[config.mk]
export PLATFORM = sky130hd
export DESIGN_NAME = pfsc_ram
export DESIGN_NICKNAME = d
export VERILOG_FILES = /design/src/rtl/pfsc_ram.sv
export SDC_FILE = /design/constraint.sdc
export NUM_CORES = 2
export LEC_CHECK = 0
export BUFFER_PORTS_ARGS = -buffer_cell sky130_fd_sc_hd__buf_2
export CAP_MARGIN = 20
export CORE_MARGIN = 4
export CORE_UTILIZATION = 40
export DETAILED_ROUTE_END_ITERATION = 8
export HOLD_SLACK_MARGIN = 0.05
export PLACE_DENSITY_LB_ADDON = 0.1
export SLEW_MARGIN = 20
export SYNTH_ARGS = -nofsm -noshare
export SYNTH_HDL_FRONTEND = slang
export SYNTH_SLANG_ARGS = --single-unit
export TNS_END_PERCENT = 50
[constraint.sdc]
create_clock -name clock -period 3.25 [get_ports clock]
set_clock_uncertainty 0.1 [all_clocks]
set_input_delay 0.1625 -clock clock [delete_from_list [all_inputs] [get_ports clock]]
set_output_delay 0.1625 -clock clock [all_outputs]
set_load 0.03 [all_outputs]
[src/rtl/pfsc_ram.sv]
// generic single-clock ram, one write and one registered read port
module pfsc_ram #(
   parameter int WIDTH = 8,
   parameter int DEPTH = 256
) (
   input  logic                     clock,
   input  logic                     wr_en,
   input  logic [$clog2(DEPTH)-1:0] wr_addr,
   input  logic [WIDTH-1:0]         wr_data,
   input  logic [$clog2(DEPTH)-1:0] rd_addr,
   output logic [WIDTH-1:0]         rd_data
);

   logic [WIDTH-1:0] mem [DEPTH];

   // write port
   always_ff @(posedge clock) begin
      if (wr_en) begin
         mem[wr_addr] <= wr_data;
      end
   end

   // registered read, returns old data on a same-address write
   always_ff @(posedge clock) begin
      rd_data <= mem[rd_addr];
   end

endmodule

## After elaboration in Yosys (flattened, before gate mapping)

Memories as Yosys holds them, arrays and structs flattened. A register that Yosys moved wholly into a read port is not among the register bits.
Cells that the tools add are included.

- Mux-type cells: 2

Operators with widths:

| operator | number |
|---|---|
| 2-to-1 mux 1 bit | 2 |

- Word-level logic and storage cells: 3
- Bits in registers: 0
- Output and inout port bits: 8
- Bits of input ports: 26
- Memories kept: 1
- RAM bits: 2048

Memory list:

| name | words | bits a word | read ports | clocked after memory_dff | write ports | line | text |
|---|---|---|---|---|---|---|---|
| mem | 256 | 8 | 1 | 1 | 1 | 14 | `logic [WIDTH-1:0] mem [DEPTH];` |

## Logic depth before layout (Yosys ltp)

- Depth in word-level cells: 2
- Depth in mapped cells: 11
- Mapped depth without buffers: 6

## Worst setup path before layout

Ideal clock, no wire load.

- Kind: input to register
- From: in rd_addr[0]
- To: reg rd_data[2], read port of mem
- Stages: 9
- Arrival time: 1.969 ns
- Path slack: 1.050 ns
- Buffers on the path: 4
- Path through: buf_6 > buf_12 > buf_8 > buf_2 > mux4_2 > a22oi_1 > a21oi_1 > nor4_1 > nor4_2

RTL lines:

| element | line | text |
|---|---|---|
| start: declaration | 10 | `input logic [$clog2(DEPTH)-1:0] rd_addr,` |
| end: declaration | 11 | `output logic [WIDTH-1:0] rd_data` |

==> results.toml <==
[placed_design]
dpl_cell_area_mm2 = 0.0863
dp_hpwl_um = 142000
port_buffers = 33
gp_congestion = 0.792

[layout]
fillers = 16500
postLayoutCellArea_mm2 = 0.0936
drive_gt1_share_pct = 29.8
area_growth_pct = 17.6
ff_latch_area_mm2 = 0.0617
nets = 4308
multiInputGateArea_mm2 = 0.0165
utilization_pct = 47.4

[pwr]
ir_drop_mv = 0.496
p_per_area_mw_per_mm2 = 609
p_leak_nw = 29.8
power_mw = 57.0

[sta]
period_minus_slack_ns = 2.83
drv_slew = 0
finalHoldViolCount = 0
setup_viol = 0
relSlewSlack_pct = 31.3
max_freq_ghz = 0.353
rsz0062_at_grt = "false"
tightest_slew_ns = 1.03
final.period_utilization_pct = 87.2

[grt]
grt_usage_pct = 21.3
grt_pass1_wl_um = 311000
grt_max_degree = 111
grt_overflow = 0
first_global_vias = 40500
antenna_found_initial = 21

[synthesis]
yosysUniqueCellTypes = 55
synth_top_area_cell = "edfxtp_1"
synthTopCellsByArea = "edfxtp_1 77%, mux4_2 13%, mux2i_1 1.7%"
yosys.cell_count.top_type = "edfxtp_1"
syn-num-nets = 3759
synth_common_cells = "2048 x edfxtp_1, 454 x mux4_2, 282 x nor2_1"
synth_edf_count = 2048
yosys_warnings = 0
yosys_register_bits = 2056
async_flop_share_pct = 0
avgSynthCellArea_um2 = 21.3
syn_area_mm2 = 0.0796
ys_seq_area_share_pct = 77.5
synth-main-ff-cell = "edfxtp_1"
synth_top_area_share_pct = 77.3
syn_inst = 3733

[clock_network]
clk_pin_slew_worst_paths_ns = 0.06
clock_path_buffers = 3
cts-buffers-inserted = 214
cts_tree = "done"
clk_latency_ns = 0.85
cts_max_level = 4
clkSinkCount = 2056
ctsHoldBuffers = 19
root_buffer = "clkbuf_16"
cts_setup_buffers = 0
cts_resized = 0

[critical_path]
cpMaxStageDelayCell = "a221oi_2"
ff2ff_setup_slack_ns = 0.42
worst-setup-path-type = "flip-flop to flip-flop"
ff2ff_path_depth = 7
cp_max_fo = 1
cp.required_ns = 3.87
arrival_ns = 3.46
crit_path_start_kind = "flip-flop"
r2r-end = "rd_data[6]$_DFF_P_"
crit_chain = "mux4_2 -> a22o_1 -> a221oi_2 -> o32ai_2 -> nor3_1 -> buf_4 -> nor4_2"
r2r_start = "mem[83][6]$_DFFE_PP_"
end_kind = "flip-flop"
slowest_delay_ns = 0.63

[min_path]
min_to = "mem[82][1]$_DFFE_PP_"
min_path_type = "input pin to flip-flop"
min_from = "wr_data[1]"
min_path_cells = 2

[routing]
via_per_inst = 5.59
first_iter_violations = 4382
vias = 39800
drc = 0
dr.pass1.iters = 5
wl_um = 219000
ant_nets = 0
wire_per_inst_um = 30.8

[floorplan]
die_h_um = 454
die_area_mm2 = 0.206
fp.dieW_um = 454
start_util_pct = 40.3
ios = 34
row_count = 163
core_mm2 = 0.198

[outcome]
status = "finished, final reports clean"

[job]
drv_cap = 0
==> per-layer routing <==
metal,GRT usage [%],up-vias,wire [um]
met5,0,-,0
met4,4.82,0,4930
met3,4.90,291,14900
met2,33.6,1226,104000
met1,30.4,21500,95100
li1,-,16800,-
==> kinds of logic after synthesis <==
family,Yosys count,share of synthesized area (%)
flops,2056,77.5
buf+inv,235,1.83
mux,591,14.6
compound gates,385,3.42
simple gates,466,2.63
==> registers in the layout, indices dropped and copies added (netlist names) <==
signal,count
mem,2048
rd_data,8
==> area by class of cell <==
cell class | count | area share [%]
diodes | 8 | 0.0214
clock buffers | 263 | 6.03
well taps | 2640 | 3.53
inverters | 2 | 0.00802
clock inverters | 137 | 1.53
repair buffers | 566 | 5.35
multi-input cells | 1442 | 17.7
flip-flops and latches | 2056 | 65.9
==> power breakdown <==
part / leakage (nW) / total (mW) / switching (mW) / internal (mW)
clock network: 3.45 / 24.7 / 10.3 / 14.4
registers: 18.5 / 29.3 / 0.0439 / 29.2
logic: 7.91 / 3.03 / 1.92 / 1.11
==> placed cells by master (no fill, tap or decap), types with 5 or more instances in the layout <==
cell           Yosys  routed
mux4_2           454     454
bufinv_16          0      26
dfxtp_1            8       8
buf_2             31      23
nand2_1           33      33
buf_8             13      10
clkbuf_1         111      42
nor2b_1           31      28
buf_4             27     459
dlygate4sd3_1      0      19
mux2i_1          134     134
a22o_1             8       8
o211ai_1          10      10
inv_6              0       5
a211oi_1          16      16
nand4_1           10      10
edfxtp_1        2048    2048
o22ai_1           28      28
clkinv_2           0      36
o221ai_1          46      46
nand2b_1           8       8
diode_2            0       8
nor3_1            22      22
and2_1             6       5
a21oi_1           96      96
clkbuf_16          0     217
nand3_1           34      30
a22oi_1          133     133
clkinv_1           1      57
clkinvlp_4         0       5
buf_12             8      55
nor4_1            24      23
a221oi_1          13      13
nor2_1           282     279
o22a_1             5       5
o21ai_0           10      10
==> worst max-delay path by stage <==
stage | from | end | slack [ns] | cells after the start
3_3_place_gp | rd_addr[0] | rd_data[5]$_DFF_P_ | -0.43 | 10
5_1_grt | mem[83][6]$_DFFE_PP_ | rd_data[6]$_DFF_P_ | 0.28 | 7
6_report | mem[83][6]$_DFFE_PP_ | rd_data[6]$_DFF_P_ | 0.42 | 7
4_1_cts | mem[211][1]$_DFFE_PP_ | rd_data[1]$_DFF_P_ | 0.34 | 6
2_1_floorplan | rd_addr[0] | rd_data[2]$_DFF_P_ | 1.05 | 9
3_5_place_dp | rd_addr[0] | rd_data[5]$_DFF_P_ | -0.46 | 10
==> worst max-delay path: cells and delay by family (launching register included) <==
| kind | cells | cell delay [ns] |
|---|---|---|
| flip-flops | 1 | 0.36 |
| AO/OA/AOI/OAI | 3 | 1.19 |
| AND/OR/NAND/NOR | 2 | 0.36 |
| buffers and inverters | 1 | 0.19 |
| multiplexers | 1 | 0.51 |
==> per-stage QoR <==
stage,cells,worst slack (ns),TNS (ns),hold WS [ns]
final,7114,0.416,0,0.232
after global routing,7108,0.283,0,0.194
after CTS,7106,0.337,0,0.156
after detailed placement,6687,-0.465,-1.11,0.497
after global placement,6685,-0.435,-1.16,0.496
after floorplan,3733,1.05,0,0.161
Power figures use the tool's default switching activity.
